### src/rtl/rotation_matrix_to_quaternion_core_defines.svh
// assertion macros shared by the rotation matrix to quaternion rtl
`ifndef ROTATION_MATRIX_TO_QUATERNION_CORE_DEFINES_SVH
`define ROTATION_MATRIX_TO_QUATERNION_CORE_DEFINES_SVH

// same-cycle implication, sampled on clk, off during reset
`define RMQ_ASSERT_IMP(name, ante, cons, msg) \
    name: assert property (@(posedge clk) disable iff (!rst_n) (ante) |-> (cons)) \
        else $error(msg);

// next-cycle implication, sampled on clk, off during reset
`define RMQ_ASSERT_NXT(name, ante, cons, msg) \
    name: assert property (@(posedge clk) disable iff (!rst_n) (ante) |=> (cons)) \
        else $error(msg);

`endif

### src/rtl/rmq_pkg.sv
// shared types and constants for the rotation matrix to quaternion core
package rmq_pkg;

    localparam int ROT_FRAC_BITS_DEF = 16;
    localparam int POS_WIDTH_DEF     = 32;

    // branch of the shepperd selection
    typedef enum logic [1:0] {
        BR_TRACE,
        BR_X,
        BR_Y,
        BR_Z
    } branch_t;

endpackage

### src/rtl/rmq_div.sv
// pipelined rounded division num / (2 root), saturated, one quotient bit per stage
module rmq_div #(
    parameter int ROT_FRAC_BITS = rmq_pkg::ROT_FRAC_BITS_DEF
) (
    input  logic                            clk,
    input  logic                            adv,
    input  logic signed [ROT_FRAC_BITS+2:0] num,
    input  logic [ROT_FRAC_BITS+1:0]        root,
    output logic signed [ROT_FRAC_BITS+1:0] q
);
    import rmq_pkg::*;

    localparam int F   = ROT_FRAC_BITS;
    localparam int RW  = F + 2;
    localparam int NMW = F + 3;
    localparam int NW  = 2 * F + 3;
    localparam int DW  = F + 3;
    localparam int CW  = 2 * F + 4;
    localparam int QW  = F + 1;
    localparam int NB  = F + 1;

    logic [NMW-1:0] mag;
    logic [NW-1:0]  n0;
    logic [DW-1:0]  d0;

    logic [NW-1:0]  rem_reg  [NB+1];
    logic [DW-1:0]  d_reg    [NB+1];
    logic [QW-1:0]  q_reg    [NB+1];
    logic           sat_reg  [NB+1];
    logic           neg_reg  [NB+1];
    logic           zero_reg [NB+1];

    logic signed [RW-1:0] res;
    logic signed [RW-1:0] out_reg;

    // magnitude of the most negative sum still reads correctly unsigned
    assign mag = num[NMW-1] ? NMW'(-num) : NMW'(num);
    assign n0  = NW'({mag, {F{1'b0}}}) + NW'(root);
    assign d0  = {root, 1'b0};

    always_ff @(posedge clk)
    begin
        if (adv)
        begin
            rem_reg[0]  <= n0;
            d_reg[0]    <= d0;
            q_reg[0]    <= '0;
            sat_reg[0]  <= CW'(n0) >= (CW'(d0) << (F + 1));
            neg_reg[0]  <= num[NMW-1];
            zero_reg[0] <= (num == '0);
        end
    end

    for (genvar j = 1; j <= NB; j++)
    begin : g_bit
        localparam int K = NB - j;
        logic [CW-1:0] trial;
        logic          ge;

        assign trial = CW'(d_reg[j-1]) << K;
        assign ge    = CW'(rem_reg[j-1]) >= trial;

        always_ff @(posedge clk)
        begin
            if (adv)
            begin
                rem_reg[j]  <= ge ? NW'(CW'(rem_reg[j-1]) - trial) : rem_reg[j-1];
                q_reg[j]    <= ge ? (q_reg[j-1] | (QW'(1) << K)) : q_reg[j-1];
                d_reg[j]    <= d_reg[j-1];
                sat_reg[j]  <= sat_reg[j-1];
                neg_reg[j]  <= neg_reg[j-1];
                zero_reg[j] <= zero_reg[j-1];
            end
        end
    end

    always_comb
    begin
        if (zero_reg[NB])
            res = '0;
        else if (sat_reg[NB])
            res = neg_reg[NB] ? {1'b1, {(RW-1){1'b0}}} : {1'b0, {(RW-1){1'b1}}};
        else if (neg_reg[NB])
            res = -$signed({1'b0, q_reg[NB]});
        else
            res = $signed({1'b0, q_reg[NB]});
    end

    always_ff @(posedge clk)
    begin
        if (adv)
            out_reg <= res;
    end

    assign q = out_reg;
endmodule

### config.mk
export PLATFORM = sky130hd
export DESIGN_NAME = rmq_div
export DESIGN_NICKNAME = d
export VERILOG_FILES = /design/src/rtl/rotation_matrix_to_quaternion_core_defines.svh /design/src/rtl/rmq_pkg.sv /design/src/rtl/rmq_div.sv
export SDC_FILE = /design/constraint.sdc
export NUM_CORES = 2
export LEC_CHECK = 0
export CAP_MARGIN = 20
export CORE_MARGIN = 10
export CORE_UTILIZATION = 44
export CTS_CLUSTER_DIAMETER = 50
export CTS_CLUSTER_SIZE = 16
export DETAILED_ROUTE_END_ITERATION = 7
export DONT_BUFFER_PORTS = 1
export SYNTH_ARGS = -nofsm -noshare
export SYNTH_HDL_FRONTEND = slang
export SYNTH_SLANG_ARGS = --single-unit
### constraint.sdc
create_clock -name clk -period 5.92 [get_ports clk]
set_input_delay 1.184 -clock clk [delete_from_list [all_inputs] [get_ports clk]]
set_output_delay 1.184 -clock clk [all_outputs]
set_load 0.01 [all_outputs]
==> impl_metrics.toml <==
[logic_synthesis]
yosysMostFrequentCell = "edfxtp_1"
syn_inst = 4441
synth_fa_ha_area_share_pct = 8.59
synth-simple-area-share_pct = 11.7
netlist_area_um2 = 51500
synth_top_family_by_area = "compound AO/OA/AOI/OAI gates"
synth_top_area_cell = "edfxtp_1"
synth.ff_latch_count = 959
synth.avg_cell_area_um2 = 11.6
synth_xor_area_share_pct = 6.40
synth_compound_area_share_pct = 12.2
synthArstFlopShare_pct = 0
synth_area_leaders = "edfxtp_1 56%, ha_1 7.9%, xnor2_1 3.3%"
synth_common_cells = "959 x edfxtp_1, 406 x inv_1, 326 x ha_1"
synthDominantCellAreaShare_pct = 56.0
synth_warnings = 0
synth_nets = 4823
yosysUniqueCellTypes = 90
synth-seq-area-share_pct = 56.0
muxShareOfSynthArea_pct = 1.57
ys.flop_type = "edfxtp_1"
synth_edf_count = 959

[final_layout]
largest_register_ffs = 595
layout-drive-gt1-share_pct = 6.87
fillerInstances = 10300
ff_latch_area_um2 = 28800
final_cell_area_um2 = 57000
finalNetCount = 4876
area_growth_pct = 10.7
n_antenna_cell = 0
multi_input_area_um2 = 20900
fin_util_pct = 49.0

[floorplanning]
ios = 57
initial_utilization_pct = 44.3
die_area_um2 = 131000
die_h_um = 362
core_area_um2 = 116000
die_w_um = 362
rows = 125

[drt]
vias = 32900
dr.pass1.iters = 5
drc = 0
drt_iter0_markers = 2343
ant_nets = 0
wirelength_um = 106000
vias_per_cell = 5.38
wl_per_cell_um = 17.4

[outcome]
violations = "slew limit"
outcome = "finished with violations"

[power_and_ir_drop]
swShare_pct = 33.9
clock_power_share_pct = 25.9
power.switching_mw = 8.77
p_leak_nw = 21.8
p_int_mw = 17.1
ir_worst_vdd_mv = 0.252
pwr-share-seq_pct = 40.8
p_per_area_nw_per_um2 = 454
p_total_mw = 25.9
pwr-share-comb_pct = 33.3

[setup_path]
worstPathArrival_ns = 4.94
r2r_start = "rem_reg[2][1]"
cp_max_fo = 9
start_kind = "input pin"
worstSetupStartpoint = "num[3]"
worstPathRequired_ns = 6.34
crit_path_end_kind = "flop"
crit_type = "input pin to flop"

[grt]
first_global_vias = 32200
met1_usage_pct = 20.2
antenna_found_initial = 0
use_met2_pct = 27.3
grt_max_degree = 960
grt_overflow = 0
grt_use_met3_pct = 2.25
grt_pass1_wl_um = 171000
gr-usage-all-layers_pct = 15.9
grt-busiest-layer = "met2"

[min_path]
min_from = "q_reg[6][11]"
worstHoldPathType = "flop to flop"

[sta]
max_slew_margin_pct = -59.8
max_freq_ghz = 0.221
rsz0062_at_grt = "false"
slew_viol_final = 302
hold_ws_ns = 0.403
fin_setup_tns_ns = 0
period_share_pct = 76.3
finalHoldViolCount = 0
finalSetupViolCount = 0
min_period_ns = 4.52
worst_slew_pin_slew_ns = 2.40
skew_ns = 0.0282

[placed_design]
place.port_buffers = 0
gp_congestion = 0.890
dp_hpwl_um = 77900
postPlaceCellArea_um2 = 53200

[clock_network]
ctsHtreeMaxLevel = 3
worstSkewPairLatency_ns = 0.69
cts_tree = "built"
cts.path.max_buffers = 3
post-cts-setup-buffer-count = 0
ctsResizeCount = 0
clkTransAtPathRegs_ns = 0.07
holdBufCountCts = 0
clock_sinks = 959
cts_buffers = 105
root_buffer = "clkbuf_16"

[job]
cap_violations = 0
## worst max-delay path, cell delays in order
cell      delay (ns)
nor4_1          0.61
nand2_1         0.36
o41ai_1         0.41
xor2_1          0.18
nor3_1          0.40
nand2_1         0.15
nor3_1          0.26
xor2_1          0.23
ha_1            0.27
a211o_1         0.32
a211oi_1        0.23
o21ai_0         0.11
nor2_1          0.15
nor4_1          0.07
## per-stage QoR
step / setup slack [ns] / instances
after floorplan: 0.939 / 4441
after global placement: 0.710 / 5907
after detailed placement: 0.714 / 5907
after CTS: 1.44 / 6104
after global routing: 1.00 / 6108
final: 1.40 / 6108
## power groups by stage
stage / Clock, mW / Combinational [mW] / Sequential (mW)
floorplan: 0 / 6.77 / 10.2
global placement: 0 / 8.34 / 10.7
detailed placement: 0 / 8.43 / 10.7
CTS: 6.88 / 8.48 / 10.5
global route: 7.18 / 9.69 / 10.7
finish: 6.69 / 8.62 / 10.6
## worst paths after layout
kind,end,slack (ns),cells after the start
worst max-delay path,sat_reg[0],1.40,14
worst min-delay path,q_reg[7][11],0.40,0
worst max register to register,rem_reg[3][34],2.00,11
worst min register to register,q_reg[7][11],0.40,0
## logic make-up (layout without fill, tap and decap cells)
group / count (synthesis) / count (layout)
simple gates: 1213 / 1213
compound gates: 993 / 993
flops: 959 / 959
buf+inv: 484 / 627
xor+xnor: 376 / 376
fa+ha+maj: 343 / 343
mux: 73 / 73
## placed cells by master (no fill, tap or decap), types with 25 or more instances in the layout
master,n
nand2_1,316
mux2_2,59
xnor2_1,195
nor4_1,66
o21ai_0,273
or3_1,30
ha_1,326
nor2_1,318
o31ai_1,39
o21a_1,49
nand2b_1,65
clkbuf_16,106
nand3_1,62
and3_1,25
edfxtp_1,959
a211oi_1,27
inv_1,406
xor2_1,181
a31oi_1,33
nor2b_1,51
a21oi_1,269
nand4_1,55
a21o_1,99
nor3_1,94
## routing by layer
metal  vias up  part of all wire (%)
met5         -                     0
met4         0                   3.6
met3       199                   3.5
met2       572                    49
met1     15600                    44
li1      16500                     -
## layout make-up
type                            instances  area share [%]
Sequential cell                       959            50.6
Multi-Input combinational cell       2998            36.6
Inverter                              408            2.69
Clock buffer                          113            4.70
Clock inverter                         84            1.66
Timing Repair Buffer                   22           0.430
Tap cell                             1524            3.35
Power figures use the tool's default switching activity.
