### src/rtl/rotation_matrix_to_quaternion_core_defines.svh
// assertion macros shared by the rotation matrix to quaternion rtl
`ifndef ROTATION_MATRIX_TO_QUATERNION_CORE_DEFINES_SVH
`define ROTATION_MATRIX_TO_QUATERNION_CORE_DEFINES_SVH

// same-cycle implication, sampled on clk, off during reset
`define RMQ_ASSERT_IMP(name, ante, cons, msg) \
    name: assert property (@(posedge clk) disable iff (!rst_n) (ante) |-> (cons)) \
        else $error(msg);

// next-cycle implication, sampled on clk, off during reset
`define RMQ_ASSERT_NXT(name, ante, cons, msg) \
    name: assert property (@(posedge clk) disable iff (!rst_n) (ante) |=> (cons)) \
        else $error(msg);

`endif

### src/rtl/rmq_pkg.sv
// shared types and constants for the rotation matrix to quaternion core
package rmq_pkg;

    localparam int ROT_FRAC_BITS_DEF = 16;
    localparam int POS_WIDTH_DEF     = 32;

    // branch of the shepperd selection
    typedef enum logic [1:0] {
        BR_TRACE,
        BR_X,
        BR_Y,
        BR_Z
    } branch_t;

endpackage

### src/rtl/rmq_prep.sv
// first stage: branch choice, root argument and the three numerators
module rmq_prep #(
    parameter int ROT_FRAC_BITS = rmq_pkg::ROT_FRAC_BITS_DEF
) (
    input  logic                                 clk,
    input  logic                                 adv,
    input  logic signed [ROT_FRAC_BITS+1:0]      m [9],
    output logic [2*ROT_FRAC_BITS+3:0]           sq_arg,
    output logic [2:0][ROT_FRAC_BITS+2:0]        num,
    output rmq_pkg::branch_t                     br
);
    import rmq_pkg::*;

    localparam int F   = ROT_FRAC_BITS;
    localparam int RW  = F + 2;
    localparam int TW  = RW + 2;
    localparam int AW  = RW + 3;
    localparam int NMW = RW + 1;
    localparam int SW  = 2 * F + 4;

    logic signed [TW-1:0]  tr;
    logic signed [AW-1:0]  one_c;
    logic signed [AW-1:0]  arg;
    logic [AW-2:0]         arg_u;
    branch_t               br_c;
    logic signed [NMW-1:0] d21_12, d02_20, d10_01, s01, s02, s12;
    logic [2:0][NMW-1:0]   num_c;

    logic [SW-1:0]         sq_arg_reg;
    logic [2:0][NMW-1:0]   num_reg;
    branch_t               br_reg;

    assign tr    = TW'(m[0]) + TW'(m[4]) + TW'(m[8]);
    assign one_c = AW'(1) << F;

    always_comb
    begin
        if (tr > 0)
            br_c = BR_TRACE;
        else if (m[0] > m[4] && m[0] > m[8])
            br_c = BR_X;
        else if (m[4] > m[8])
            br_c = BR_Y;
        else
            br_c = BR_Z;
    end

    assign d21_12 = NMW'(m[7]) - NMW'(m[5]);
    assign d02_20 = NMW'(m[2]) - NMW'(m[6]);
    assign d10_01 = NMW'(m[3]) - NMW'(m[1]);
    assign s01    = NMW'(m[1]) + NMW'(m[3]);
    assign s02    = NMW'(m[2]) + NMW'(m[6]);
    assign s12    = NMW'(m[5]) + NMW'(m[7]);

    always_comb
    begin
        unique case (br_c)
            BR_TRACE:
            begin
                arg   = AW'(tr) + one_c;
                num_c = {d10_01, d02_20, d21_12};
            end
            BR_X:
            begin
                arg   = one_c + AW'(m[0]) - AW'(m[4]) - AW'(m[8]);
                num_c = {s02, s01, d21_12};
            end
            BR_Y:
            begin
                arg   = one_c + AW'(m[4]) - AW'(m[0]) - AW'(m[8]);
                num_c = {s12, s01, d02_20};
            end
            default:
            begin
                arg   = one_c + AW'(m[8]) - AW'(m[0]) - AW'(m[4]);
                num_c = {s12, s02, d10_01};
            end
        endcase
    end

    // negative argument clamps to zero
    assign arg_u = (arg > 0) ? arg[AW-2:0] : '0;

    always_ff @(posedge clk)
    begin
        if (adv)
        begin
            sq_arg_reg <= {arg_u, {F{1'b0}}};
            num_reg    <= num_c;
            br_reg     <= br_c;
        end
    end

    assign sq_arg = sq_arg_reg;
    assign num    = num_reg;
    assign br     = br_reg;
endmodule

### config.mk
export PLATFORM = sky130hd
export DESIGN_NAME = rmq_prep
export DESIGN_NICKNAME = d
export VERILOG_FILES = /design/src/rtl/rotation_matrix_to_quaternion_core_defines.svh /design/src/rtl/rmq_pkg.sv /design/src/rtl/rmq_prep.sv
export SDC_FILE = /design/constraint.sdc
export NUM_CORES = 1
export LEC_CHECK = 0
export ABC_AREA = 1
export CAP_MARGIN = 20
export CORE_MARGIN = 2
export CORE_UTILIZATION = 66
export CTS_BUF_LIST = sky130_fd_sc_hd__clkbuf_2
export DETAILED_ROUTE_END_ITERATION = 16
export DONT_BUFFER_PORTS = 1
export GPL_TIMING_DRIVEN = 0
export PLACE_DENSITY = 0.82
export REMOVE_ABC_BUFFERS = 1
export SLEW_MARGIN = 30
export SYNTH_ARGS = -nofsm -noshare
export SYNTH_HDL_FRONTEND = slang
export SYNTH_SLANG_ARGS = --single-unit
### constraint.sdc
create_clock -name clk -period 9.55 [get_ports clk]
set_input_delay 0.4775 -clock clk [delete_from_list [all_inputs] [get_ports clk]]
set_output_delay 0.4775 -clock clk [all_outputs]
set_load 0.01 [all_outputs]
==> results.md, run 1 <==
* First-pass GRT wire length at 83000 um
* Initial antenna violation count at 0
* Post-CTS Setup Bufs at 0
* Mapped cell area at 17500 um^2
* Fraction of layout cells with a size suffix above 1 at 2.34%
* Die width at 167 um
* Post-synthesis sequential area ratio at 13.6%
* Slowest stage delay, CP at 850 ps
* Row count at 59
* Fillers at 2293
* Commonest non-fill, non-tap cell in the layout: nand2_1
* Hold Path End: num[0]$_DFFE_PP_
* Placed cells at 2669
* First-pass DRT Iterations at 6
* Via count at 16142
* Leak at 0.00922 uW
* Cell area power density at 165 nW/um^2
* Chip Height at 167 um
* Area leader, netlist: ha_1
* Multi-input gate area at 13300 um^2
* Total Power at 2930 uW
* Drc violations at 0
* Worst hold path type: input pin to flop
* Final max-slew violation count at 0
* CP max-delay cell: inv_2
* CP Class: input pin to flop
* GR Util All Layers at 37.8%
* Detailed Place HPWL at 44400 um
* GP Congestion at 0.984
* Synth cell types at 53
* CTS tree: yes
* Final net count at 2932
* Max FO, Critical Path at 37
* Placeable Area at 26100 um^2
* Area Overhead vs Synth at 1.74%
* Vias in the first global route at 15398
* Layout Cells excl Fill at 2688
* GR Overflow Total at 0
* Final period utilization at 72.0%
* DR WL/cell at 20.0 um
* Register area at 2370 um^2
* Max-cap violations at 0
* Number of H-tree levels at 3
* Seq pwr share at 24.6%
* Setup TNS at 0 ps
* Worst slew pin tran at 1010 ps
* I/O pin cnt at 259
* Most used DFF post-synth: edfxtp_1
* Clk buf depth at 2
* Logic gate share of total power at 69.4%
* Syn_area_per_cell at 7.33 um^2
* Count of input and output buffers at 0
* Clock sinks at 79
* Outcome: completed
* CP dominant cell by count: nand2_1
* Max reg flops at 57
* Slew HR at 32.7%
* Ys Warns at 0
* Post-synth ARST share at 0%
* Ant. Diodes at 0
* P_int at 1310 uW
* Mapped Cells at 2384
* Tmin final at 6870 ps
* Most frequent cells in the layout: nand2_1, inv_1, ha_1
* VDD IR max at 186 uV
* Crit path arrival time at 7360 ps
* Via density at 6.01
* Delay-heaviest family, CP: simple AND/OR/NAND/NOR gates
* Ranking of synthesized cells by area: ha_1, edfxtp_1, nand2_1
* Final WL at 53800 um
* Initial Util at 67.1%
* Final Instance Area at 17800 um^2
* Data required, critical path at 10040 ps
* Share of total power in the clock network at 6.0%
* Largest net degree at the start of global routing at 60
* Worst Hold Path Cells at 1
* DP Area at 17600 um^2
* Fmax at 146 MHz
* CP startpoint kind: input pin
* Hold Path Origin: adv
* Share of Yosys cell area claimed by the top area cell type at 24.2%
* Clk slew on worst S/H paths at 290 ps
* Initial drt markers at 1798
* Sw Ratio at 55.4%
* CTS Buf Count at 9
* FF+latch count, synth at 79
* RSZ-0062 raised after global routing: false
* CP Capture Type: flop
* Final hold violation count at 0
* Post-synth EDFFs at 79
* Sw Pwr at 1620 uW
* CP bufs+invs at 5
* Root Driver: clkbuf_2
* # setup viols final at 0
* Total Die Area at 27800 um^2
* Antenna Nets Post-Route at 0
through the flow:
stage	hold WS, ps	setup WS (ps)	utilization [%]
2_1_floorplan	590	4390	-
3_3_place_gp	595	2310	67.5
3_5_place_dp	599	2220	67.7
4_1_cts	9.77	2880	68.2
5_1_grt	254	2210	68.2
6_report	246	2680	68.2
power by group through the flow:
stage	clock [uW]	sequential, uW	combinational, uW
after detailed placement	0	728	1950
after CTS	177	723	1980
after floorplan	0	696	1410
after global placement	0	727	1890
after global routing	186	731	2240
final	175	721	2030
metal layers:
layer	global-route usage, %	share of wire (%)	vias to the layer above
li1	-	-	7661
met1	54.4	44	7520
met2	57.5	42	859
met3	7.82	10	102
met4	10.5	3.1	0
met5	0	0	-
cells in the mapped netlist (17+ instances only):
cell / number
o21ai_0: 73
xnor2_1: 22
nor2_1: 178
clkbuf_1: 36
o211ai_1: 27
edfxtp_1: 79
fa_1: 82
nand3_1: 116
xor2_1: 110
nor3_1: 24
inv_1: 385
ha_1: 338
o31ai_1: 17
o221ai_1: 27
a21oi_1: 178
nand4_1: 37
nand2_1: 484
o21bai_1: 18
buf_4: 17
timing repair:
| item | CTS | global route |
|---|---|---|
| resized for setup | 0 | 0 |
| endpoints found under the hold margin | 59 | 8 |
| hold buffers | 2 | 1 |
| endpoints found under the setup margin | 0 | 0 |
how the worst max path moves through the flow:
stage                                    end  from  cells past startpoint
finish              sq_arg[29]$_SDFFCE_PP0P_  m[0]                     34
global route        sq_arg[29]$_SDFFCE_PP0P_  m[0]                     34
CTS                 sq_arg[29]$_SDFFCE_PP0P_  m[0]                     34
detailed placement  sq_arg[29]$_SDFFCE_PP0P_  m[0]                     34
global placement    sq_arg[29]$_SDFFCE_PP0P_  m[0]                     34
floorplan           sq_arg[16]$_SDFFCE_PP0P_  m[0]                     31
kinds of logic after synthesis:
family	after synthesis	share of synthesized area, %
and+or+nand+nor	888	21.6
buffers and inverters	458	10.5
adders and majority gates	420	33.6
AOI/OAI and AO/OA	405	13.9
xor gates and xnor gates	133	6.77
DFF	79	13.6
other	1	0.0215
layout make-up:
cell class | count | area share [%]
multi-input combinational | 1862 | 75.0
sequential | 79 | 13.3
inverter | 391 | 8.25
tap | 335 | 2.36
timing repair buffer | 5 | 0.577
clock buffer | 11 | 0.310
clock inverter | 5 | 0.197
No activity file was read; power rests on OpenSTA's default activity.
==> inputs of run 2 (changes only) <==
--- a/config.mk
+++ b/config.mk
@@ -8,12 +8,12 @@
 export ABC_AREA = 1
 export CAP_MARGIN = 20
 export CORE_MARGIN = 2
-export CORE_UTILIZATION = 66
+export CORE_UTILIZATION = 62
 export CTS_BUF_LIST = sky130_fd_sc_hd__clkbuf_2
 export DETAILED_ROUTE_END_ITERATION = 16
 export DONT_BUFFER_PORTS = 1
 export GPL_TIMING_DRIVEN = 0
-export PLACE_DENSITY = 0.82
+export PLACE_DENSITY = 0.81
 export REMOVE_ABC_BUFFERS = 1
 export SLEW_MARGIN = 30
 export SYNTH_ARGS = -nofsm -noshare
==> constraint.sdc (replaced) <==
create_clock -name clk -period 5.79 [get_ports clk]
set_input_delay 0.2895 -clock clk [delete_from_list [all_inputs] [get_ports clk]]
set_output_delay 0.2895 -clock clk [all_outputs]
set_load 0.01 [all_outputs]
==> results.md, run 2 (synthesized netlist as in run 1, its figures left out) <==
* Via count at 16012 (-0.81%)
* Crit path capture: num[20]$_DFFE_PP_
* Initial drt markers at 1624 (-9.7%)
* # setup viols final at 0 (unchanged)
* Layout Cells excl Fill at 2741 (+2.0%)
* Outcome: completed
* DP Area at 17700 um^2 (+0.15%)
* GR Util All Layers at 34.4% (-3.4 points)
* Leak at 0.00929 uW (+0.77%)
* Crit path arrival time at 5930 ps (-1430 ps)
* Commonest non-fill, non-tap cell in the layout: nand2_1
* Final max-slew violation count at 0 (unchanged)
* Fillers at 2535 (+11%)
* Largest net degree at the start of global routing at 80 (+33%)
* Chip Height at 172 um (+3.1%)
* CTS tree: yes
* Worst hold path type: input pin to flop
* Cell area power density at 277 nW/um^2 (+68%)
* VDD IR max at 234 uV (+25%)
* Setup WS post-layout at 221 ps (-2460 ps)
* CP Capture Type: flop
* Total Die Area at 29500 um^2 (+6.3%)
* Max-cap violations at 0 (unchanged)
* Antenna Nets Post-Route at 0 (unchanged)
* Clk buf depth at 2 (unchanged)
* Final hold violation count at 0 (unchanged)
* Max FO, Critical Path at 17 (-54%)
* Most frequent cells in the layout: nand2_1, inv_1, ha_1
* Row count at 61 (+3.4%)
* DR WL/cell at 19.1 um (-4.6%)
* Slowest stage delay, CP at 470 ps (-380 ps)
* Final net count at 2942 (+0.34%)
* Crit path from: m[0]
* Die width at 172 um (+3.1%)
* Worst slew pin tran at 951 ps (-54.9 ps)
* Ant. Diodes at 0 (unchanged)
* CP max-delay cell: fa_1
* Fmax at 180 MHz
* Initial antenna violation count at 0 (unchanged)
* Place WS at -1300 ps (-3530 ps)
* Clock sinks at 79 (unchanged)
* Final WL at 52300 um (-2.7%)
* Clk slew on worst S/H paths at 260 ps (-30 ps)
* Initial Util at 62.9% (-4.2 points)
* Number of H-tree levels at 3 (unchanged)
* First-pass DRT Iterations at 6 (unchanged)
* Placed cells at 2711 (+1.6%)
* Area Overhead vs Synth at 2.82%
* First-pass GRT wire length at 78600 um (-5.3%)
* GR Overflow Total at 0 (unchanged)
* Max reg flops at 57 (unchanged)
* Root Driver: clkbuf_2
* Tmin final at 5570 ps
* CTS Buf Count at 9 (unchanged)
* Final Instance Area at 18000 um^2 (+1.1%)
* GP Congestion at 1.02 (+3.7%)
* I/O pin cnt at 259 (unchanged)
* Final period utilization at 96.2%
* Detailed Place HPWL at 42700 um (-3.8%)
* CP Class: input pin to flop
* CP dominant cell by count: nand2_1
* Drc violations at 0 (unchanged)
* Placeable Area at 27800 um^2 (+6.6%)
* Slew HR at 36.4% (+3.8 points)
* Count of input and output buffers at 0 (unchanged)
* Fraction of layout cells with a size suffix above 1 at 2.92% (+0.58 points)
* CP startpoint kind: input pin
* Via density at 5.84 (-2.7%)
* Data required, critical path at 6160 ps (-3880 ps)
* Vias in the first global route at 14821 (-3.7%)
==> run 2: how the worst min path moves through the flow <==
| stage | start | endpoint | cells after the start |
|---|---|---|---|
| 2_1_floorplan | adv | br[0]$_DFFE_PP_ | 0 |
| 3_3_place_gp | adv | num[13]$_DFFE_PP_ | 0 |
| 3_5_place_dp | adv | num[14]$_DFFE_PP_ | 0 |
| 4_1_cts | m[127] | num[20]$_DFFE_PP_ | 3 |
| 5_1_grt | adv | num[54]$_DFFE_PP_ | 1 |
| 6_report | m[54] | num[0]$_DFFE_PP_ | 2 |
==> run 2: metal layers <==
layer / share of wire (%) / vias to the layer above / track usage (%)
met5: 0 / - / 0
li1: - / 7693 / -
met3: 11 / 94 / 7.46
met4: 3.4 / 0 / 10.9
met1: 44 / 7415 / 49.2
met2: 41 / 810 / 51.6
==> run 2: power by group <==
part	total (uW)	leakage (uW)	switching, uW	internal [uW]
sequential	1180	0.000769	214	970
combinational	3400	0.00844	2250	1150
clock	381	0.0000843	236	145
total	4970	0.00929	2700	2270
==> run 2: what timing repair did <==
item / CTS / global route
pin swaps: 1 / 5
gates cloned: 0 / 4
setup buffers: 0 / 9
endpoints found under the setup margin: 51 / 36
hold buffers: 1 / 0
gates resized for setup: 4 / 4
hold endpoints to repair: 79 / 0
==> run 2: metrics by stage <==
stage          utilization (%)  hold WS (ps)  setup TNS (ps)  power [uW]
2_1_floorplan                -           402               0        3470
3_3_place_gp              63.5           409          -45860        4290
3_5_place_dp              63.6           409          -48720        4360
4_1_cts                   64.3          28.1               0        4790
5_1_grt                   64.7          80.2           -6.43        5370
6_report                  64.7          80.9               0        4970
==> run 2: critical path: cells and delay by family <==
kind	cells	cell delay, ps
AND/OR/NAND/NOR	17	2620
adder cells (fa/ha/maj)	4	1450
buffers and inverters	6	910
AO/OA/AOI/OAI	2	370
XOR/XNOR	1	240
==> run 2: area by class of cell <==
type                       instances  area (um^2)  share of cell area [%]
tap                              378          473                    2.63
clock inverter                     7         95.1                   0.529
multi-input combinational       1866        13400                    74.5
sequential                        79         2370                    13.2
clock buffer                       9         45.0                   0.251
timing repair buffer              11          123                   0.682
inverter                         391         1480                    8.21
