## src/rtl/rotation_matrix_to_quaternion_core_defines.svh

```systemverilog
// assertion macros shared by the rotation matrix to quaternion rtl
`ifndef ROTATION_MATRIX_TO_QUATERNION_CORE_DEFINES_SVH
`define ROTATION_MATRIX_TO_QUATERNION_CORE_DEFINES_SVH

// same-cycle implication, sampled on clk, off during reset
`define RMQ_ASSERT_IMP(name, ante, cons, msg) \
    name: assert property (@(posedge clk) disable iff (!rst_n) (ante) |-> (cons)) \
        else $error(msg);

// next-cycle implication, sampled on clk, off during reset
`define RMQ_ASSERT_NXT(name, ante, cons, msg) \
    name: assert property (@(posedge clk) disable iff (!rst_n) (ante) |=> (cons)) \
        else $error(msg);

`endif

```

## src/rtl/rmq_pkg.sv

```systemverilog
// shared types and constants for the rotation matrix to quaternion core
package rmq_pkg;

    localparam int ROT_FRAC_BITS_DEF = 16;
    localparam int POS_WIDTH_DEF     = 32;

    // branch of the shepperd selection
    typedef enum logic [1:0] {
        BR_TRACE,
        BR_X,
        BR_Y,
        BR_Z
    } branch_t;

endpackage

```

## src/rtl/rmq_sqrt.sv

```systemverilog
// pipelined integer square root, one result bit per stage
module rmq_sqrt #(
    parameter int ROT_FRAC_BITS = rmq_pkg::ROT_FRAC_BITS_DEF
) (
    input  logic                         clk,
    input  logic                         adv,
    input  logic [2*ROT_FRAC_BITS+3:0]   arg,
    output logic [ROT_FRAC_BITS+1:0]     root
);
    import rmq_pkg::*;

    localparam int F    = ROT_FRAC_BITS;
    localparam int SW   = 2 * F + 4;
    localparam int NS   = F + 2;
    localparam int RTW  = F + 2;
    localparam int REMW = F + 3;
    localparam int CW   = F + 5;

    logic [SW-1:0]   rad_reg  [NS];
    logic [REMW-1:0] rem_reg  [NS];
    logic [RTW-1:0]  root_reg [NS];

    for (genvar i = 0; i < NS; i++)
    begin : g_stage
        logic [SW-1:0]   rad_p;
        logic [REMW-1:0] rem_p;
        logic [RTW-1:0]  root_p;
        logic [CW-1:0]   rem_sh;
        logic [CW-1:0]   trial;
        logic            ge;

        if (i == 0)
        begin : g_first
            assign rad_p  = arg;
            assign rem_p  = '0;
            assign root_p = '0;
        end
        else
        begin : g_next
            assign rad_p  = rad_reg[i-1];
            assign rem_p  = rem_reg[i-1];
            assign root_p = root_reg[i-1];
        end

        assign rem_sh = {rem_p, rad_p[SW-1:SW-2]};
        assign trial  = CW'({root_p, 2'b01});
        assign ge     = rem_sh >= trial;

        always_ff @(posedge clk)
        begin
            if (adv)
            begin
                rad_reg[i]  <= rad_p << 2;
                rem_reg[i]  <= ge ? REMW'(rem_sh - trial) : REMW'(rem_sh);
                root_reg[i] <= {root_p[RTW-2:0], ge};
            end
        end
    end

    assign root = root_reg[NS-1];
endmodule

```

## config.mk

```make
export PLATFORM = sky130hd
export DESIGN_NAME = rmq_sqrt
export DESIGN_NICKNAME = d
export VERILOG_FILES = /design/src/rtl/rotation_matrix_to_quaternion_core_defines.svh /design/src/rtl/rmq_pkg.sv /design/src/rtl/rmq_sqrt.sv
export SDC_FILE = /design/constraint.sdc
export NUM_CORES = 1
export LEC_CHECK = 0
export ABC_AREA = 1
export BUFFER_PORTS_ARGS = -buffer_cell sky130_fd_sc_hd__buf_2
export CAP_MARGIN = 20
export CORE_MARGIN = 8
export CORE_UTILIZATION = 50
export DETAILED_ROUTE_END_ITERATION = 6
export GPL_TIMING_DRIVEN = 0
export PLACE_DENSITY = 0.66
export SLEW_MARGIN = 10
export SYNTH_ARGS = -nofsm -noshare
export SYNTH_HDL_FRONTEND = slang
export SYNTH_SLANG_ARGS = --single-unit
```

## constraint.sdc

```tcl
create_clock -name clk -period 3.8 [get_ports clk]
set_input_delay 0.19 -clock clk [delete_from_list [all_inputs] [get_ports clk]]
set_output_delay 0.19 -clock clk [all_outputs]
set_load 0.02 [all_outputs]
```

==> run summary, run 1 <==
The routed length per instance is between 15 and 20 um. The library cell with the highest instance count after synthesis is nand2_1. The final estimated routing congestion in global placement came out at about 0.9. The routed layout has 27847 vias.

The count of port buffers added during placement is 55. In this run the cell area of the synthesized design comes to just over 0.04 sq mm. The yosys synthesis warning count is 0. The kind of capture point of the worst setup path is a register. The CTS sink count came out at roughly 780. Across all hold checks on the routed design, the worst slack comes to 0.02577 ns.

The total half-perimeter wirelength after legalization and detailed placement is 63130 um. The final critical path time including I/O delays and setup is about 2.4 ns. The synthesized instance count came out at between 4000 and 5000. The number of design rule violations left after detail routing is 0.

The total setup buffers inserted after CTS is 0. After floorplanning, the core was sized to cover 0.08016 sq mm. The level count of the clock H-tree is 3. The net count after synthesis is approximately 4500. The worst reg2reg path endpoint is rem_reg[15][17]$_DFFE_PP_. The sequential share of the synthesized area is between 50% and 60%. The fraction of registers with async set/reset is 0%. The number of nets at the end of the flow came out at approximately 4700. The flip-flop count of the largest register, all copies and words added came out at slightly above 300. The clock slew at the register clock pins of the worst setup and hold paths is 0.06 ns. The flow ran to the end, and the final reports show no timing, DRC or antenna violations.

The full die area came out at between 0.09 and 0.1 sq mm. The most used flip-flop cell after synthesis is edfxtp_1. The standby leakage power came out at 20.25 nW.

STA puts the critical path data arrival time at roughly 2.8 ns. For the pin with the worst max-slew slack, the measured transition is around 0.64 ns. Setup repair after global routing left no endpoint under its margin.

No sink is reached through more buffers than the 3 on the longest clock path. The cell with the most instances on the worst path is nand2_1. The tool flagged a number of max-cap violations equal to 0. The instance area after placement is ~0.042 sq mm. The largest driver fanout on the critical path came out at 10. The repair_antennas step left the layout with diodes totalling 0. For this run the aggregate overflow at the end of global routing stands at 0. The total power after layout is roughly 24 mW.

The first-pass iteration count of the detailed router is 6. The detailed router's first-iteration violation count is 2100. The first-pass GRT wire length is about 140000 um.

The data required time of the worst path is 4.19 ns. The filler cells instantiated in the layout total ~7000. The post-placement setup slack is roughly 0.75 ns. The global-route total usage across every layer came out at between 15 and 20%. Counting instances in the post-synthesis netlist gives the leading cell types as nand2_1 (1326), edfxtp_1 (778), inv_1 (657).

The final antenna-violating net count came out at 0. The die is 300.1 um wide. The final design instance area without fill is 0.04540 sq mm.

The maximum ir drop on the vdd rail is approximately 420 uV. After layout, the worst path uses 63.74% of the clock period. The largest net degree at the start of global routing came out at between 100 and 150. The final worst clock skew is roughly 0.056 ns. The final hold violation count is 0. The final cell count without fillers is between 5000 and 6000. From synthesis to final layout, the design area changed by 12.53%. The length in cells of the worst reg-to-reg path is 12. Yosys attributes the largest share of cell area to edfxtp_1 (58%), nand2_1 (12%), inv_1 (6.1%), ha_1 (5.9%), nand3_1 (3.2%). In this run the critical register-to-register path is launched from root_reg[14][0]$_DFFE_PP_.

Pin placement for this block handled 56 I/O pins. The effective utilization at floorplan came out at 50.33%. The setup total negative slack came out at 0 ns. The cell family contributing the most delay on the critical path is simple AND/OR/NAND/NOR gates. Setup violations remaining at the end of the flow were counted as 0. The count of cells along the worst hold path came out at 1. In this run, distinct cell masters in the synthesized netlist total 52. Headroom to the max-slew limit came out at between 50% and 60%.

The mean number of vias per cell came out at 5.013. The signal on the critical path passes through inv_1 > ha_1 > buf_2 > o21ai_1 > nand2_1 > nand2_1 > nand2_1 > nand2_1 > nand2_2 > a21oi_4 > buf_6 > a21oi_1. The worst min-delay path endpoint is rad_reg[0][0]$_DFFE_PP_. Dividing the synthesized area by the synthesized cell count gives 9.516 sq um. In this run the worst hold path is classified as in2reg. The number of cell rows is approximately 100. In the final layout, the share of cells above drive strength 1 is just under 7%. The number of placed instances, taps included, is roughly 5400. The highest attainable clock frequency is roughly 410 MHz. The launch point of the worst hold path is adv. The number of global-route vias before repair is about 27000.

The number of buffers and inverters on the critical path is 3. On the critical path, the stage with the largest delay is an instance of edfxtp_1. Once routing completed, OpenROAD measured the worst setup slack at ~1.4 ns. The worst setup path is launched from a register. The area used by multi-input combinational logic is 0.01422 sq mm. The count of state elements after synthesis came out at between 700 and 800. The largest total area in the synthesized netlist belongs to edfxtp_1. The internal reg-to-reg setup slack came out at ~1.4 ns.

The max-slew violation count is 0. The classification of the worst setup path is reg2reg. The clock reaches the later pin of the worst-skew pair after around 0.65 ns. TritonCTS built the clock tree.

The maximum cell stage delay along the critical path came out at between 0.4 and 0.5 ns. The total length of routed wires is 84410 um. The count of flip-flops with a built-in enable after synthesis came out at roughly 780. The proportion of netlist area held by the largest area contributor came out at between 50% and 60%. The height of the chip came out at between 300 and 400 um. The number of clock buffers added by TritonCTS is between 80 and 90. The total area of sequential cells is approximately 0.023 sq mm. The number of gates resized after CTS was 0. The buffer type at the clock tree root is clkbuf_16.

The total power divided by cell area is roughly 520 mW/mm^2. At the end of the flow the core is filled with cells to 56.64%. The number of antenna violations at the first check in global routing is 0.
-- power breakdown --
part	switching (mW)	total (mW)	internal, mW
registers	0.544	11.1	10.6
logic	2.79	4.30	1.51
clock network	3.44	8.35	4.91
total	6.78	23.8	17.0
-- area by class of cell --
| class | instances | area share (%) |
|---|---|---|
| clock buffer | 102 | 4.872 |
| clock inverter | 54 | 1.472 |
| timing repair buffer | 99 | 1.868 |
| buffer | 34 | 0.5512 |
| inverter | 667 | 5.531 |
| sequential | 778 | 51.46 |
| multi-input combinational | 2761 | 31.33 |
| tap | 1060 | 2.921 |
-- per-layer routing --
layer  track usage (%)  part of all wire (%)  vias up
li1                  -                     -    14332
met1             24.35                    44    12786
met2             31.93                    48      580
met3             2.488                   4.5      149
met4             6.074                   2.7        0
met5                 0                     0        -
-- placed cells by master, fill, tap and decap left out, types with 8 or more instances in the layout --
cell type         n
clkinv_1         13
o21ai_1          13
or2_2             9
inv_1           657
clkbuf_16        86
buf_2            68
nand2_2          12
edfxtp_1        778
o21ai_0         105
nor2_2           10
bufinv_16        10
xor2_1           96
inv_2             8
a21oi_2          10
ha_1            190
dlygate4sd3_1    37
buf_6            10
nand3b_1         37
clkinv_2         11
nand2_1        1326
clkbuf_1         18
o21bai_1          9
nand4_1          43
nor3_1           35
xnor2_1          43
nand3_1         259
buf_4             8
a21oi_1         158
nor2_1          337
-- how the worst max path moves through the flow --
| stage | from | endpoint | slack, ns | cells past startpoint |
|---|---|---|---|---|
| final | root_reg[14][0]$_DFFE_PP_ | rem_reg[15][17]$_DFFE_PP_ | 1.38 | 12 |
| after global routing | root_reg[15][10]$_DFFE_PP_ | rem_reg[16][0]$_DFFE_PP_ | 1.16 | 14 |
| after CTS | root_reg[3][0]$_DFFE_PP_ | rem_reg[4][16]$_DFFE_PP_ | 1.39 | 10 |
| after detailed placement | adv | rem_reg[13][17]$_DFFE_PP_ | 0.75 | 5 |
| after global placement | adv | rem_reg[13][17]$_DFFE_PP_ | -9.21 | 1 |
| after floorplan | rem_reg[0][0]$_DFFE_PP_ | rem_reg[1][17]$_DFFE_PP_ | 1.82 | 8 |
-- cells by family after synthesis --
family	share of synthesized area, %
simple gates	21.89
flops	57.90
buf+inv	6.844
compound gates	4.441
fa+ha+maj	5.892
xor+xnor	3.017
other cells	0.009295
-- what timing repair did --
| action | 4_1_cts | 5_1_grt |
|---|---|---|
| hold endpoints to repair | 37 | 0 |
| hold buffers | 37 | 0 |
| setup endpoints to repair | 0 | 0 |
Note: power is estimated with default switching activity, not from simulation.
==> run 2: changes to the inputs <==
- clock period: 3.8 -> 2.4 ns (I/O delays scaled with it)
==> run 2 against run 1 <==
  * Power is 59% higher
  * Global-route usage barely moved
  * Count of clock-buffer cells in the layout unchanged
  * Via count is 1.0% higher
  * Utilization grew 0.73 points
  * Worst setup slack got worse by 1.3 ns
  * Critical path type unchanged
==> run summary, run 2 (synthesized netlist as in run 1, its figures left out) <==
The number of antenna violations at the first check in global routing came out at 0 (unchanged). The clock slew at the register clock pins of the worst setup and hold paths is 0.06 ns (about the same). The core occupancy in the finished layout is 57.37% (was 56.64%).

The clock latency of the later-clocked register in the worst-skew pair is 0.65 ns (about the same). The final antenna-violating net count came out at 0 (unchanged). The placed instance count is 5362 (unchanged).

The final worst clock skew came out at 0.05622 ns (was 0.05610 ns). The number of cell rows is 104 (unchanged). The actual slew at the worst max-slew pin came out at 0.5867 ns (was 0.6361 ns).

Result of the run: finished clean (unchanged). The TritonCTS clock tree was done (unchanged). The CTS sink count is 778 (unchanged). The first-pass GRT wire length was 136600 um (was 136500 um). The max-cap check violation count is 0 (unchanged). The count of boundary I/O pins is 56 (unchanged). The full die area came out at 0.09004 sq mm (unchanged). The global-route total usage across every layer came to 18.61% (was 18.60%). The internal reg-to-reg setup slack came to 0.09 ns (was 1.38 ns). The final clock period utilization by the worst path is 96.37% (was 63.74%). The antenna diode count came out at 0 (unchanged). The final estimated routing congestion in global placement came out at 0.8978 (unchanged). The nature of the critical path startpoint is a register (unchanged). The number of design rule violations left after detail routing was 0 (unchanged). The final hold violation count is 0 (unchanged). The height of the chip came out at 300.1 um (unchanged).

The largest driver fanout on the critical path is 10 (unchanged). The CTS buffer count came to 86 (unchanged). The largest net degree at the start of global routing is 119 (unchanged). The maximum cell stage delay along the critical path is 0.45 ns (was 0.42 ns). The fraction of final layout cells sized beyond drive strength 1 came out at 8.482% (was 6.763%). The flip-flop count of the largest register, all copies and words added is 306 (unchanged). The max-slew violation count came out at 0 (unchanged). The final critical path time including I/O delays and setup came out at 2.313 ns (was 2.422 ns). The total length of routed wires came out at 85920 um (was 84410 um). The total power divided by cell area is 823.4 mW/mm^2 (was 523.2 mW/mm^2). The highest attainable clock frequency came out at 432.3 MHz (was 412.9 MHz). The width of the die was 300.1 um (unchanged). The leading cell type in the layout, fill and taps excluded is nand2_1 (unchanged). The number of setup violations in the final report came out at 0 (unchanged). The number of global-route vias before repair came to 26894 (was 26888). The number of nets at the end of the flow came out at 4687 (was 4655). The level count of the clock H-tree is 3 (unchanged). Cells along the critical path: ha_2 > nand2_2 > nor2_2 > inv_1 > nor3_2 > nand2_2 > nand2_2 > nand2_1 > nand2_4 > buf_6 > nand2_1 > nand2_1 (was inv_1 > ha_1 > buf_2 > o21ai_1 > nand2_1 > nand2_1 > nand2_1 > nand2_1 > nand2_2 > a21oi_4 > buf_6 > a21oi_1).

The data required time of the worst path is 2.88 ns (was 4.19 ns). The kind of capture point of the worst setup path is a register (unchanged). The effective utilization at floorplan is 50.33% (unchanged).

The final cell count without fillers is 5587 (was 5555). Unrepaired setup endpoints after global routing: yes (was no). The class of the most critical hold timing path is in2reg (unchanged). The data arrival time at the worst-slack endpoint came out at 2.79 ns (was 2.81 ns). The count of port buffers added during placement came out at 55 (unchanged). The remaining global-route overflow came out at 0 (unchanged). The classification of the worst setup path is reg2reg (unchanged).

Commonest cells after routing, fill and taps aside: nand2_1 (1318), edfxtp_1 (778), inv_1 (657) (was nand2_1 (1326), edfxtp_1 (778), inv_1 (657)). The total power after layout is 37.86 mW (was 23.75 mW). The worst-case setup margin in the final layout is 0.08704 ns (was 1.378 ns).

The mean number of vias per cell came to 5.035 (was 5.013). The instance area after placement is 0.04215 sq mm (unchanged). The buffer type at the clock tree root was clkbuf_16 (unchanged).

The maximum clock insertion buffer count is 3 (unchanged). The routed length per instance was 15.38 um (was 15.19 um). The first-pass iteration count of the detailed router is 5 (was 6). The post-synthesis to final-layout area growth is 13.97% (was 12.53%). The maximum ir drop on the vdd rail is 661.5 uV (was 417.4 uV). The family of cells with the greatest summed delay on the critical path was simple AND/OR/NAND/NOR gates (unchanged). The standby leakage power is 20.43 nW (was 20.25 nW). The critical path buffer and inverter count is 2 (was 3). The via count is 28133 (was 27847).

The normalized max-slew margin was 60.89% (was 57.15%). The slowest stage cell on the critical path is edfxtp_1 (unchanged). The post-placement setup slack was -0.5756 ns (was 0.7544 ns). The core area came out at 0.08016 sq mm (unchanged). The total half-perimeter wirelength after legalization and detailed placement is 63130 um (unchanged).

The final design instance area without fill is 0.04598 sq mm (was 0.04540 sq mm). The detailed router's first-iteration violation count came out at 2207 (was 2100).
## run 2: changes by cell type in the layout (fill, tap and decap cells not counted), moves of 4 or more
cell / change
ha_1: -20
ha_4: +12
o21ai_0: -9
nor2_1: -11
clkbuf_4: +4
nor2_2: +10
nand2_1: -8
a21oi_2: +5
buf_4: +28
buf_2: -4
nand2_2: +8
a21oi_1: -5
o21ai_1: +8
ha_2: +8
## run 2: final cells by class
cell class / count / area [sq um]
well taps: 1060 / 1326
multi-input cells: 2761 / 14500
clock inverters: 54 / 668.1
fillers: 6968 / 34170
flip-flops and latches: 778 / 23360
inverters: 667 / 2514
repair buffers: 132 / 1136
clock buffers: 102 / 2212
plain buffers: 33 / 265.3
## run 2: through the flow
step / TNS (ns) / hold WS [ns]
floorplan: 0 / 0.2189
global placement: -8124.99 / 0.2959
detailed placement: -66.75 / 0.2981
CTS: 0 / -0.06691
global route: -0.4675 / 0.05683
finish: 0 / 0.06045
## run 2: path summary, 6_finish.rpt
check | from | cells past startpoint | endpoint
setup / recovery | rem_reg[13][9]$_DFFE_PP_ | 12 | rem_reg[14][2]$_DFFE_PP_
hold / removal | adv | 2 | rad_reg[1][3]$_DFFE_PP_
setup reg to reg | rem_reg[13][9]$_DFFE_PP_ | 12 | rem_reg[14][2]$_DFFE_PP_
hold reg to reg | rad_reg[12][26]$_DFFE_PP_ | 0 | rad_reg[13][28]$_DFFE_PP_
## run 2: report_power, final
group	switching (mW)	leakage [nW]	total (mW)	internal, mW
sequential	0.886	7.46	17.6	16.7
combinational	4.49	11.6	7.02	2.52
clock	5.46	1.38	13.2	7.77
## run 2: worst register-to-register path, stage by stage, from the launching register on
cell and delay [ns]:
edfxtp_1 0.45, ha_2 0.41, nand2_2 0.10, nor2_2 0.16, inv_1 0.11, nor3_2 0.13, nand2_2 0.10, nand2_2 0.12
nand2_1 0.11, nand2_4 0.16, buf_6 0.18, nand2_1 0.06, nand2_1 0.10
## run 2: layer usage
layer	GRT usage (%)	part of all wire (%)	vias up
li1	-	-	14378
met1	24.39	44	12999
met2	31.93	48	606
met3	2.488	4.5	150
met4	6.074	2.7	0
met5	0	0	-
## run 2: timing repair
action | 4_1_cts | 5_1_grt
endpoints found under the hold margin | 108 | 69
resized for setup | 1 | 71
setup endpoints to repair | 2 | 292
setup buffers | 2 | 28
gates cloned | 0 | 1
hold buffers | 37 | 2
pin swaps | 1 | 12
